**config.mk**
```make
export PLATFORM = sky130hd
export DESIGN_NAME = quoted_token_lexer
export DESIGN_NICKNAME = d
export VERILOG_FILES = /design/src/rtl/qtl_pkg.sv /design/src/rtl/qtl_front.sv /design/src/rtl/qtl_queue.sv /design/src/rtl/qtl_back.sv /design/src/rtl/quoted_token_lexer.sv
export SDC_FILE = /design/constraint.sdc
export NUM_CORES = 1
export LEC_CHECK = 0
export ABC_CLOCK_PERIOD_IN_PS = 4650
export BUFFER_PORTS_ARGS = -buffer_cell sky130_fd_sc_hd__buf_4
export CORE_ASPECT_RATIO = 1.75
export CORE_MARGIN = 3
export CORE_UTILIZATION = 58
export CTS_BUF_LIST = sky130_fd_sc_hd__clkbuf_4 sky130_fd_sc_hd__clkbuf_8
export CTS_CLUSTER_SIZE = 40
export DETAILED_ROUTE_END_ITERATION = 10
export GPL_ROUTABILITY_DRIVEN = 0
export GPL_TIMING_DRIVEN = 0
export PLACE_DENSITY = 0.89
export SYNTH_ARGS = -nofsm -noshare
export SYNTH_HDL_FRONTEND = slang
export SYNTH_HIERARCHICAL = 1
export SYNTH_SLANG_ARGS = --single-unit
```
**constraint.sdc**
```tcl
create_clock -name aclk -period 4.65 [get_ports aclk]
set_input_delay 0.2325 -clock aclk [delete_from_list [all_inputs] [get_ports aclk]]
set_output_delay 0.2325 -clock aclk [all_outputs]
set_load 0.005 [all_outputs]
```
**src/rtl/qtl_pkg.sv**
```systemverilog
// ---------------------------------------------------------------------------
// Quoted token lexer package
// Types, codes and constants shared by the lexer front end, queue and back end.
// ---------------------------------------------------------------------------
package qtl_pkg;

    // Line counter width and the width of the line field on the result stream.
    localparam int LINE_BITS   = 16;
    localparam int OUT_LINE_W  = 16;

    // Result stream layout.
    localparam int IN_DATA_W   = 8;
    localparam int OUT_DATA_W  = 32;
    localparam int CFG_DATA_W  = 64;
    localparam int CFG_ADDR_W  = 2;
    localparam int NUM_MASKS   = 4;

    // Results one input byte can cause at most, and the bundle queue depth.
    localparam int MAX_RESULTS = 3;
    localparam int QUEUE_DEPTH = 4;
    localparam int QPTR_W      = $clog2(QUEUE_DEPTH);
    localparam int QCNT_W      = $clog2(QUEUE_DEPTH + 1);

    // Lexer modes.
    localparam logic [2:0] MODE_BETWEEN  = 3'd0;
    localparam logic [2:0] MODE_WORD     = 3'd1;
    localparam logic [2:0] MODE_QSTART   = 3'd2;
    localparam logic [2:0] MODE_QBODY    = 3'd3;
    localparam logic [2:0] MODE_COMMENT  = 3'd4;
    localparam logic [2:0] MODE_SKIPLINE = 3'd5;

    // Result kinds.
    localparam logic [1:0] KIND_CHAR = 2'd0;
    localparam logic [1:0] KIND_END  = 2'd1;
    localparam logic [1:0] KIND_ERR  = 2'd2;

    // Error codes.
    localparam logic [1:0] ERR_NONE       = 2'd0;
    localparam logic [1:0] ERR_NL_QUOTE   = 2'd1;
    localparam logic [1:0] ERR_WS_QUOTE   = 2'd2;
    localparam logic [1:0] ERR_QUOTE_WORD = 2'd3;

    // Characters with a meaning of their own.
    localparam logic [7:0] CH_NL    = 8'h0A;
    localparam logic [7:0] CH_QUOTE = 8'h22;
    localparam logic [7:0] CH_HASH  = 8'h23;
    localparam logic [7:0] CH_BSL   = 8'h5C;
    localparam logic [7:0] CH_SPACE = 8'h20;
    localparam logic [7:0] CH_TAB   = 8'h09;
    localparam logic [7:0] CH_CR    = 8'h0D;

    typedef logic [LINE_BITS-1:0] line_t;

    // One result within a bundle; the character and lines live in the bundle.
    typedef struct packed {
        logic [1:0] kind;
        logic [1:0] err;
        logic       use_new;
    } slot_t;

    // All results caused by one input byte.
    typedef struct packed {
        logic [1:0]                   cnt;
        logic [7:0]                   ch;
        line_t                        line_old;
        line_t                        line_new;
        slot_t [MAX_RESULTS-1:0]      slots;
    } bundle_t;

    // Push and pop handshakes of the bundle queue.
    typedef struct packed {
        logic    valid;
        bundle_t data;
    } push_t;

    typedef struct packed {
        logic    valid;
        bundle_t data;
    } head_t;

endpackage

```
**src/rtl/qtl_front.sv**
```systemverilog
// ---------------------------------------------------------------------------
// Quoted token lexer front end
// Accepts bytes, runs the lexer state and packs each byte's results.
// ---------------------------------------------------------------------------
module qtl_front (
    input  logic                     aclk,
    input  logic                     aresetn,
    input  logic                     s_tvalid,
    output logic                     s_tready,
    input  logic [qtl_pkg::IN_DATA_W-1:0] s_tdata,  // [7:0] char_in
    input  logic                     s_tlast,       // end_of_input
    input  logic [255:0]             special_mask,
    input  logic                     q_full,
    output qtl_pkg::push_t           push
);
    import qtl_pkg::*;

    logic [2:0] mode_reg, mode_next;
    line_t      line_reg, line_next;
    bundle_t    bundle;
    logic [7:0] c;
    logic       spec, ws, accept;

    // Between-token sub-step results.
    logic [2:0] b_mode;
    logic [1:0] b_cnt;
    line_t      b_line;

    assign c        = s_tdata[7:0];
    assign spec     = special_mask[c];
    assign ws       = (c == CH_SPACE) || (c >= CH_TAB && c <= CH_CR);
    assign s_tready = !q_full;
    assign accept   = s_tvalid && s_tready;

    // Handling of a byte between tokens: a newline counts before anything else.
    always_comb begin
        b_line = (c == CH_NL) ? line_t'(line_reg + 1'b1) : line_reg;
        b_cnt  = 2'd0;
        b_mode = MODE_BETWEEN;
        priority if (spec) begin
            b_cnt = 2'd2;
        end else if (c == CH_QUOTE) begin
            b_mode = MODE_QSTART;
        end else if (ws) begin
            b_mode = MODE_BETWEEN;
        end else if (c == CH_HASH) begin
            b_mode = MODE_COMMENT;
        end else if (c == CH_BSL) begin
            b_mode = MODE_SKIPLINE;
        end else begin
            b_cnt  = 2'd1;
            b_mode = MODE_WORD;
        end
    end

    // Main lexer step and result bundle.
    always_comb begin
        mode_next       = mode_reg;
        line_next       = line_reg;
        bundle          = '0;
        bundle.ch       = c;
        if (s_tlast) begin
            if (mode_reg == MODE_WORD || mode_reg == MODE_QBODY) begin
                bundle.cnt           = 2'd1;
                bundle.slots[0].kind = KIND_END;
            end
            mode_next = MODE_BETWEEN;
        end else begin
            unique case (mode_reg)
                MODE_WORD: begin
                    priority if (ws || spec) begin
                        // End marker, then the separator is lexed between tokens.
                        bundle.slots[0].kind    = KIND_END;
                        bundle.slots[1].kind    = KIND_CHAR;
                        bundle.slots[1].use_new = 1'b1;
                        bundle.slots[2].kind    = KIND_END;
                        bundle.slots[2].use_new = 1'b1;
                        bundle.cnt              = 2'(2'd1 + b_cnt);
                        mode_next               = b_mode;
                        line_next               = b_line;
                    end else if (c == CH_QUOTE) begin
                        bundle.cnt           = 2'd1;
                        bundle.slots[0].kind = KIND_ERR;
                        bundle.slots[0].err  = ERR_QUOTE_WORD;
                        mode_next            = MODE_BETWEEN;
                    end else begin
                        bundle.cnt           = 2'd1;
                        bundle.slots[0].kind = KIND_CHAR;
                    end
                end
                MODE_QSTART, MODE_QBODY: begin
                    priority if (c == CH_QUOTE) begin
                        if (mode_reg == MODE_QBODY) begin
                            bundle.cnt           = 2'd1;
                            bundle.slots[0].kind = KIND_END;
                        end
                        mode_next = MODE_BETWEEN;
                    end else if (c == CH_NL) begin
                        // Reported with the line before the newline counts.
                        bundle.cnt           = 2'd1;
                        bundle.slots[0].kind = KIND_ERR;
                        bundle.slots[0].err  = ERR_NL_QUOTE;
                        line_next            = line_t'(line_reg + 1'b1);
                        mode_next            = MODE_BETWEEN;
                    end else if (mode_reg == MODE_QSTART && ws) begin
                        bundle.cnt           = 2'd1;
                        bundle.slots[0].kind = KIND_ERR;
                        bundle.slots[0].err  = ERR_WS_QUOTE;
                        mode_next            = MODE_BETWEEN;
                    end else begin
                        bundle.cnt           = 2'd1;
                        bundle.slots[0].kind = KIND_CHAR;
                        mode_next            = MODE_QBODY;
                    end
                end
                MODE_COMMENT: begin
                    if (c == CH_NL) begin
                        bundle.slots[0].kind    = KIND_CHAR;
                        bundle.slots[0].use_new = 1'b1;
                        bundle.slots[1].kind    = KIND_END;
                        bundle.slots[1].use_new = 1'b1;
                        bundle.cnt              = b_cnt;
                        mode_next               = b_mode;
                        line_next               = b_line;
                    end
                end
                MODE_SKIPLINE: begin
                    if (c == CH_NL) begin
                        line_next = line_t'(line_reg + 1'b1);
                        mode_next = MODE_BETWEEN;
                    end
                end
                default: begin
                    bundle.slots[0].kind    = KIND_CHAR;
                    bundle.slots[0].use_new = 1'b1;
                    bundle.slots[1].kind    = KIND_END;
                    bundle.slots[1].use_new = 1'b1;
                    bundle.cnt              = b_cnt;
                    mode_next               = b_mode;
                    line_next               = b_line;
                end
            endcase
        end
        bundle.line_old = line_reg;
        bundle.line_new = line_next;
    end

    // Bytes that cause no result never enter the queue.
    assign push.valid = accept && (bundle.cnt != 2'd0);
    assign push.data  = bundle;

    // Lexer state registers.
    always_ff @(posedge aclk) begin
        if (!aresetn) begin
            mode_reg <= MODE_BETWEEN;
            line_reg <= line_t'(1);
        end else if (accept) begin
            mode_reg <= mode_next;
            line_reg <= line_next;
        end
    end

endmodule

```
**src/rtl/qtl_queue.sv**
```systemverilog
// ---------------------------------------------------------------------------
// Quoted token lexer bundle queue
// Short first-in first-out buffer of result bundles between front and back.
// ---------------------------------------------------------------------------
module qtl_queue (
    input  logic            aclk,
    input  logic            aresetn,
    input  qtl_pkg::push_t  push,
    input  logic            pop,
    output logic            full,
    output qtl_pkg::head_t  head
);
    import qtl_pkg::*;

    bundle_t               entry_reg [QUEUE_DEPTH];
    logic [QPTR_W-1:0]     wr_ptr_reg, rd_ptr_reg;
    logic [QCNT_W-1:0]     count_reg, count_next;
    logic                  do_push, do_pop;

    assign full       = (count_reg == QCNT_W'(QUEUE_DEPTH));
    assign head.valid = (count_reg != '0);
    assign head.data  = entry_reg[rd_ptr_reg];
    assign do_push    = push.valid && !full;
    assign do_pop     = pop && head.valid;

    // Occupancy follows pushes and pops.
    always_comb begin
        count_next = count_reg;
        if (do_push && !do_pop) begin
            count_next = QCNT_W'(count_reg + 1'b1);
        end else if (do_pop && !do_push) begin
            count_next = QCNT_W'(count_reg - 1'b1);
        end
    end

    // Pointers and occupancy.
    always_ff @(posedge aclk) begin
        if (!aresetn) begin
            wr_ptr_reg <= '0;
            rd_ptr_reg <= '0;
            count_reg  <= '0;
        end else begin
            if (do_push) begin
                wr_ptr_reg <= QPTR_W'(wr_ptr_reg + 1'b1);
            end
            if (do_pop) begin
                rd_ptr_reg <= QPTR_W'(rd_ptr_reg + 1'b1);
            end
            count_reg <= count_next;
        end
    end

    // Entry storage.
    always_ff @(posedge aclk) begin
        if (do_push) begin
            entry_reg[wr_ptr_reg] <= push.data;
        end
    end

endmodule

```
**src/rtl/qtl_back.sv**
```systemverilog
// ---------------------------------------------------------------------------
// Quoted token lexer back end
// Unpacks queued bundles into single results behind an output register.
// ---------------------------------------------------------------------------
module qtl_back (
    input  logic                           aclk,
    input  logic                           aresetn,
    input  qtl_pkg::head_t                 head,
    output logic                           pop,
    output logic                           m_tvalid,
    input  logic                           m_tready,
    output logic [qtl_pkg::OUT_DATA_W-1:0] m_tdata,  // [7:0] char_out, [9:8] error_code,
                                                     // [25:10] line, rest zero
    output logic [1:0]                     m_tuser,  // kind
    output logic                           m_tlast   // last
);
    import qtl_pkg::*;

    logic [1:0]            idx_reg;
    logic                  m_tvalid_reg;
    logic [7:0]            char_reg;
    logic [1:0]            err_reg, kind_reg;
    logic [OUT_LINE_W-1:0] line_reg;
    logic                  last_reg;
    slot_t                 slot;
    logic                  load, is_last;

    assign slot    = head.data.slots[idx_reg];
    assign is_last = (idx_reg == 2'(head.data.cnt - 2'd1));
    assign load    = head.valid && (!m_tvalid_reg || m_tready);
    assign pop     = load && is_last;

    // Slot counter walks the results of the bundle at the head of the queue.
    always_ff @(posedge aclk) begin
        if (!aresetn) begin
            idx_reg      <= 2'd0;
            m_tvalid_reg <= 1'b0;
        end else begin
            if (load) begin
                idx_reg      <= is_last ? 2'd0 : 2'(idx_reg + 2'd1);
                m_tvalid_reg <= 1'b1;
            end else if (m_tready) begin
                m_tvalid_reg <= 1'b0;
            end
        end
    end

    // Output payload register.
    always_ff @(posedge aclk) begin
        if (load) begin
            kind_reg <= slot.kind;
            err_reg  <= slot.err;
            char_reg <= (slot.kind == KIND_CHAR) ? head.data.ch : 8'd0;
            line_reg <= slot.use_new ? OUT_LINE_W'(head.data.line_new)
                                     : OUT_LINE_W'(head.data.line_old);
            last_reg <= is_last;
        end
    end

    assign m_tvalid = m_tvalid_reg;
    assign m_tuser  = kind_reg;
    assign m_tlast  = last_reg;
    assign m_tdata  = OUT_DATA_W'({line_reg, err_reg, char_reg});

endmodule

```
**src/rtl/quoted_token_lexer.sv**
```systemverilog
// ---------------------------------------------------------------------------
// Quoted token lexer
// Splits a byte stream into tokens and streams them out one character a time.
// ---------------------------------------------------------------------------
// The lexer takes one byte per cycle on the input stream as long as its
// four-entry bundle queue has room. Each byte causes zero to three results;
// the output register sends one result per cycle while m_tready is high, and
// the queue absorbs the bursts of a byte that causes three results (a word
// closed by a special character). An input transfer passes a queue entry
// and then the output register. The special-character mask is to be written
// by the user through the configuration port only while the block is idle;
// the block does not enforce this. Reset clears the mask registers.
module quoted_token_lexer (
    input  logic                               aclk,
    input  logic                               aresetn,
    input  logic                               s_tvalid,
    output logic                               s_tready,
    input  logic [qtl_pkg::IN_DATA_W-1:0]      s_tdata,  // [7:0] char_in
    input  logic                               s_tlast,  // end_of_input
    output logic                               m_tvalid,
    input  logic                               m_tready,
    output logic [qtl_pkg::OUT_DATA_W-1:0]     m_tdata,  // [7:0] char_out, [9:8] error_code,
                                                         // [25:10] line, rest zero
    output logic [1:0]                         m_tuser,  // kind
    output logic                               m_tlast,  // last
    input  logic                               cfg_wr_en,
    input  logic [qtl_pkg::CFG_ADDR_W-1:0]     cfg_addr,
    input  logic [qtl_pkg::CFG_DATA_W-1:0]     cfg_wdata
);
    import qtl_pkg::*;

    logic [NUM_MASKS-1:0][CFG_DATA_W-1:0] mask_reg;
    push_t push;
    head_t head;
    logic  q_full, pop;

    // Special-character mask registers.
    always_ff @(posedge aclk) begin
        if (!aresetn) begin
            mask_reg <= '0;
        end else if (cfg_wr_en) begin
            mask_reg[cfg_addr] <= cfg_wdata;
        end
    end

    qtl_front u_front (
        .aclk         (aclk),
        .aresetn      (aresetn),
        .s_tvalid     (s_tvalid),
        .s_tready     (s_tready),
        .s_tdata      (s_tdata),
        .s_tlast      (s_tlast),
        .special_mask (mask_reg),
        .q_full       (q_full),
        .push         (push)
    );

    qtl_queue u_queue (
        .aclk    (aclk),
        .aresetn (aresetn),
        .push    (push),
        .pop     (pop),
        .full    (q_full),
        .head    (head)
    );

    qtl_back u_back (
        .aclk     (aclk),
        .aresetn  (aresetn),
        .head     (head),
        .pop      (pop),
        .m_tvalid (m_tvalid),
        .m_tready (m_tready),
        .m_tdata  (m_tdata),
        .m_tuser  (m_tuser),
        .m_tlast  (m_tlast)
    );

endmodule

```
Word level (Yosys, flattened, before mapping)
Memory sizes are Yosys's and may differ from the RTL's. A register that Yosys moved wholly into a read port is not among the register bits.
Cells that the tools add are included.
{ "totals": {"register_bits": 314, "latch_bits": 0, "mem_bits_rw": 212, "rom_bits": 0, "inputBits": 80, "output_inout_bits": 37, "elab_cells": 149, "n_memories": 1} }
{ "memory_table": {"columns": ["memory", "words", "word_bits", "rd", "rd_ports_with_merged_regs", "write_ports", "line_no", "source"], "rows": [
  ["u_queue.entry_reg", 4, 53, 1, 1, 1, "qtl_queue.sv:15", "bundle_t entry_reg [QUEUE_DEPTH];"]
]} }
{ "op_classes": {"add_sub_neg": 8, "multipliers": 0, "n_div": 0, "order_cmp": 6, "eq_ne": 15, "shift": 0, "muxes": 75, "bitwise_logic": 0, "n_reduce_logical": 28} }
{ "ops": {"columns": ["operator", "n"], "rows": [
  ["bitwise mux 256 bit", 1],
  ["demux 64 bit (select 2 bit)", 1],
  ["2-to-1 mux 16 bit", 6],
  ["2-to-1 mux 64 bit", 1],
  ["2-to-1 mux 3 bit", 18],
  ["one-hot mux 16 bit (3 select lines)", 1],
  ["2-to-1 mux 2 bit", 21],
  ["== test 8 x 6 -> 1 bit (second input constant)", 3],
  ["adder 16 x 1 -> 16 bit (second input constant)", 1],
  ["2-to-1 mux 1 bit", 15],
  ["one-hot mux 2 bit (3 select lines)", 2],
  ["one-hot mux 3 bit (4 select lines)", 1],
  ["logical AND 1 bit", 11],
  ["binary-select mux 5 bit (select 2 bit)", 1],
  ["== test 3 bit (second input constant)", 3],
  ["less-than comparator 8 x 9 -> 1 bit (second input constant)", 1],
  ["binary-select mux 1 bit (select 8 bit)", 1],
  ["== test 8 x 4 -> 1 bit (second input constant)", 1],
  ["== test 8 x 7 -> 1 bit (second input constant)", 1],
  [">= comparator 8 x 4 -> 1 bit (second input constant)", 1],
  ["less-or-equal comparator 8 x 4 -> 1 bit (second input constant)", 1],
  ["one-hot mux 2 bit (4 select lines)", 1],
  ["adder 2 x 1 -> 2 bit (second input constant)", 3],
  ["== test 3 x 2 -> 1 bit (second input constant)", 2],
  ["other kinds (24)", 34]
]} }

Logic depth before layout (Yosys ltp)
{ "logic_depth": {"depth_word": 17, "depth_mapped": 20, "ltp_nobuf": 15} }

Cells and area by module
Netlist, hierarchy kept.
{ "by_module_without_submodules": {"columns": ["module", "instances", "cells_per_inst", "area_per_inst_um2", "seq_area_each_um2"], "rows": [
  ["quoted_token_lexer", 1, 900, 9561.7, 5124.9],
  ["qtl_queue", 1, 345, 8702.1, 7026.7],
  ["qtl_front", 1, 456, 4090.2, 380.4],
  ["qtl_back", 1, 99, 1545.2, 930.9]
]} }

Least setup slack after synthesis
OpenSTA, ideal clock, no wires.
{ "synth_timing": {"kind": "in2reg", "from": "input port s_tdata[1] (netlist bit)", "to": "memory u_queue/entry_reg[0][0] (netlist bit), enable pin", "setup_ps": 421, "t_arrival_ps": 4419, "required_time_ps": 4229, "slack_ps": -190, "path_stages": 13, "n_path_buf": 4, "path_cell_list": "buf_2 buf_1 buf_1 mux4_2 o21ai_0 a311oi_1 o311a_2 nor2_1 a221o_1 o21a_1 nor2b_1 buf_2 and2_1"} }
{ "synth_rtl": {"columns": ["item", "line_no", "source"], "rows": [
  ["start: declaration", "quoted_token_lexer.sv:18", "input logic [qtl_pkg::IN_DATA_W-1:0] s_tdata,"],
  ["end: declaration", "qtl_queue.sv:15", null]
]} }

==> metrics <==
FMAX=218 MHz; TritonCTS clock tree=yes; Hold EP=mask_reg[99]; Crit Path Category=in2reg; IO Pins=117; post-DP HPWL=42.3 mm; clk buf depth=3; wire per inst=22.7 um; drt via density=6.05; Worst Max-Slew Pin Slew=1.17 ns; Die ar.=43800 um2; design area=27700 um2; Starting Density=59.1%; top post-synthesis cells by area=edfxtp_1 (32%), dfxtp_1 (24%), mux2i_1 (12%); post-synthesis async set-or-reset flop share=0%; WP data required=5.20 ns; Power Density=411 nW/um2; number of synthesized flops with an enable pin=257; first-pass GRT wire length=92.9 mm; TritonCTS Buffers=75; Crit Path Max Fanout=10; overall routed net length=60.4 mm; most frequent cell after synthesis=nand2_1; clock sinks=544; vias post-DR=16123; FF-to-FF setup slack=0.13 ns; reg2reg path depth=16; chip width=159 um; Post-Synthesis Cell Area=23900 um2; Layout Nets=2154; Setup WS pre-CTS=-1.14 ns; GRT overflow=0; Yosys top cell by area=edfxtp_1; syn_area_per_cell=13.3 um2; Final period util=98.8%; reg2reg end=u_queue/count_reg[2]; clk_skew=0.0357 ns; Total Routing Usage GR=27.6%; CP arrival=5.14 ns; Reg-to-Reg Start=mask_reg[62]; synth warn=6; DRT Pass-1 Iters=7; Final Setup Violations=0; post-layout util=68.6%; Vert. Die Dim=275 um; Max Slew Vio Count=0; final setup margin=0.0571 ns; initial antenna violation count=1; worst hold start=cfg_wdata[35]; unrepaired setup endpoints after global routing=no; Max-slew headroom=21.2%; Pleak=11.0 nW; P&R area growth vs syn=16.1%; sequential area share after synthesis=56.3%; DRC=0; startpoint types=primary input; clk_lat worst skew=0.64 ns; library cells used by synthesis=82; status=finished clean; Hold Path Cell Cnt=3; Crit-path slowest cell=o311a_2; Buffers on Ports=106; Max-Cap Viols=0; fin crit period=4.59 ns; Worst-path clk slew=0.07 ns; layout cells sized above 1=23.3%; Worst Setup SP=s_tdata[1]; Worst Hold Class=in2reg; slowest stage delay, CP=0.46 ns; max FFs per register=256; placed cell areas=25400 um2; metal3 WL=3.74 mm; cells along the critical path=buf_2, buf_2, clkbuf_4, mux2i_1, a2bb2oi_1, a211oi_1, a311oi_1, o311a_2, nor2_4, a221o_1, o21a_1, nor2b_1, buf_2, ha_1, inv_1, fa_1, xor2_1, or3_1, a21boi_0; post-synthesis register bit count=544; Setup TNS=0 ns; Worst VDD drop=0.274 mV; htree depth=3; Routed Antenna Nets=0; Most used DFF post-synth=dfxtp_1; Met2 Routed Length=31.9 mm; most frequent CP cell=buf_2; DR iter-0 viols=1531; top sig layer=met4; core area=40400 um2; CP Capture Type=flip-flop; largest net degree at the start of global routing=58; CTS root buffer=clkbuf_8; metal1 wirelength=19.7 mm; Synth Instances=1800; share of the synthesized area in the top cell type=32.3%; final hold vios=0; Row Count=97; vias in the first global route=16858; top cells by count, synth=nand2_1 (371), mux2i_1 (288), dfxtp_1 (287), edfxtp_1 (257), mux4_2 (104)
[layout make-up]
| type | instances | area (um2) |
|---|---|---|
| flip-flops and latches | 544 | 13500 |
| fillers | 2717 | 12700 |
| multi-input cells | 1109 | 9310 |
| repair buffers | 178 | 1510 |
| clock buffers | 109 | 1390 |
| plain buffers | 138 | 1140 |
| well taps | 544 | 681 |
| clock inverters | 22 | 154 |
| inverters | 19 | 71.3 |
| diodes | 1 | 2.50 |
[power by group]
group	leakage, nW	total (W)	internal (W)	switching (W)
registers	4.72	0.00566	0.00551	0.000149
clock network	0.809	0.00376	0.00203	0.00173
logic	5.52	0.00198	0.000929	0.00105
[logic make-up after synthesis]
family | count (synthesis) | synth area share, %
flops | 544 | 56.3
simple gates | 515 | 9.55
mux | 417 | 23.7
buf+inv | 157 | 5.02
compound gates | 134 | 4.06
xor+xnor | 22 | 0.806
fa+ha+maj | 9 | 0.503
other cells | 2 | 0.0314
[critical path, delay by kind of cell]
kind / cells / cell delay (ns)
simple gates: 3 / 0.66
fa+ha+maj: 2 / 0.59
xor+xnor: 1 / 0.18
compound gates: 7 / 1.77
mux: 1 / 0.38
buf+inv: 5 / 1.33
[through the flow]
stage | hold slack [ns] | total power (W) | std cells
global placement | 0.433 | 0.00758 | 2460
global route | 0.0172 | 0.0118 | 2664
detailed placement | 0.437 | 0.00767 | 2460
finish | 0.0286 | 0.0114 | 2664
CTS | 0.000234 | 0.0115 | 2662
floorplan | 0.386 | 0.00695 | 1810
[per-layer routing]
| metal | GRT usage, % | vias up |
|---|---|---|
| li1 | - | 7138 |
| met4 | 20.2 | 0 |
| met5 | 0 | - |
| met1 | 27.8 | 7881 |
| met2 | 50.9 | 829 |
| met3 | 4.81 | 275 |
[worst max-delay path by stage]
stage / end / slack, ns / cells after the start
6_report: u_queue/count_reg[2] / 0.06 / 19
5_1_grt: u_queue/count_reg[2] / 0.02 / 19
4_1_cts: u_queue/count_reg[2] / 0.05 / 19
3_5_place_dp: u_queue/count_reg[2] / -1.14 / 19
3_3_place_gp: u_queue/entry_reg[1][38] / -1.30 / 14
2_1_floorplan: u_queue/count_reg[2] / 0.35 / 18
[what timing repair did]
item	in CTS	in global routing
pin swaps	0	0
endpoints found under the setup margin	230	229
gates resized for setup	6	12
hold buffers	71	0
buffers inserted	0	1
hold endpoints to repair	247	0
[layout by cell type (no fill, tap or decap), types with 10 or more instances in the layout]
cell type	Yosys	routed
buf_6	12	13
buf_8	18	18
nor2_1	25	24
dfxtp_1	287	287
clkbuf_1	21	21
clkinv_1	1	12
buf_2	43	41
nor3_1	13	13
o21ai_0	19	19
nand2_1	371	371
nor2b_1	10	10
conb_1	2	12
mux2_4	10	10
inv_1	18	18
a21oi_1	27	27
dlygate4sd3_1	0	71
mux2i_1	288	288
and2_1	17	12
nand3_1	18	18
mux4_2	104	104
clkbuf_4	0	19
xnor2_1	13	13
a22oi_1	11	11
clkbuf_8	0	92
edfxtp_1	257	257
buf_4	31	139
Note: power is estimated with default switching activity, not from simulation.
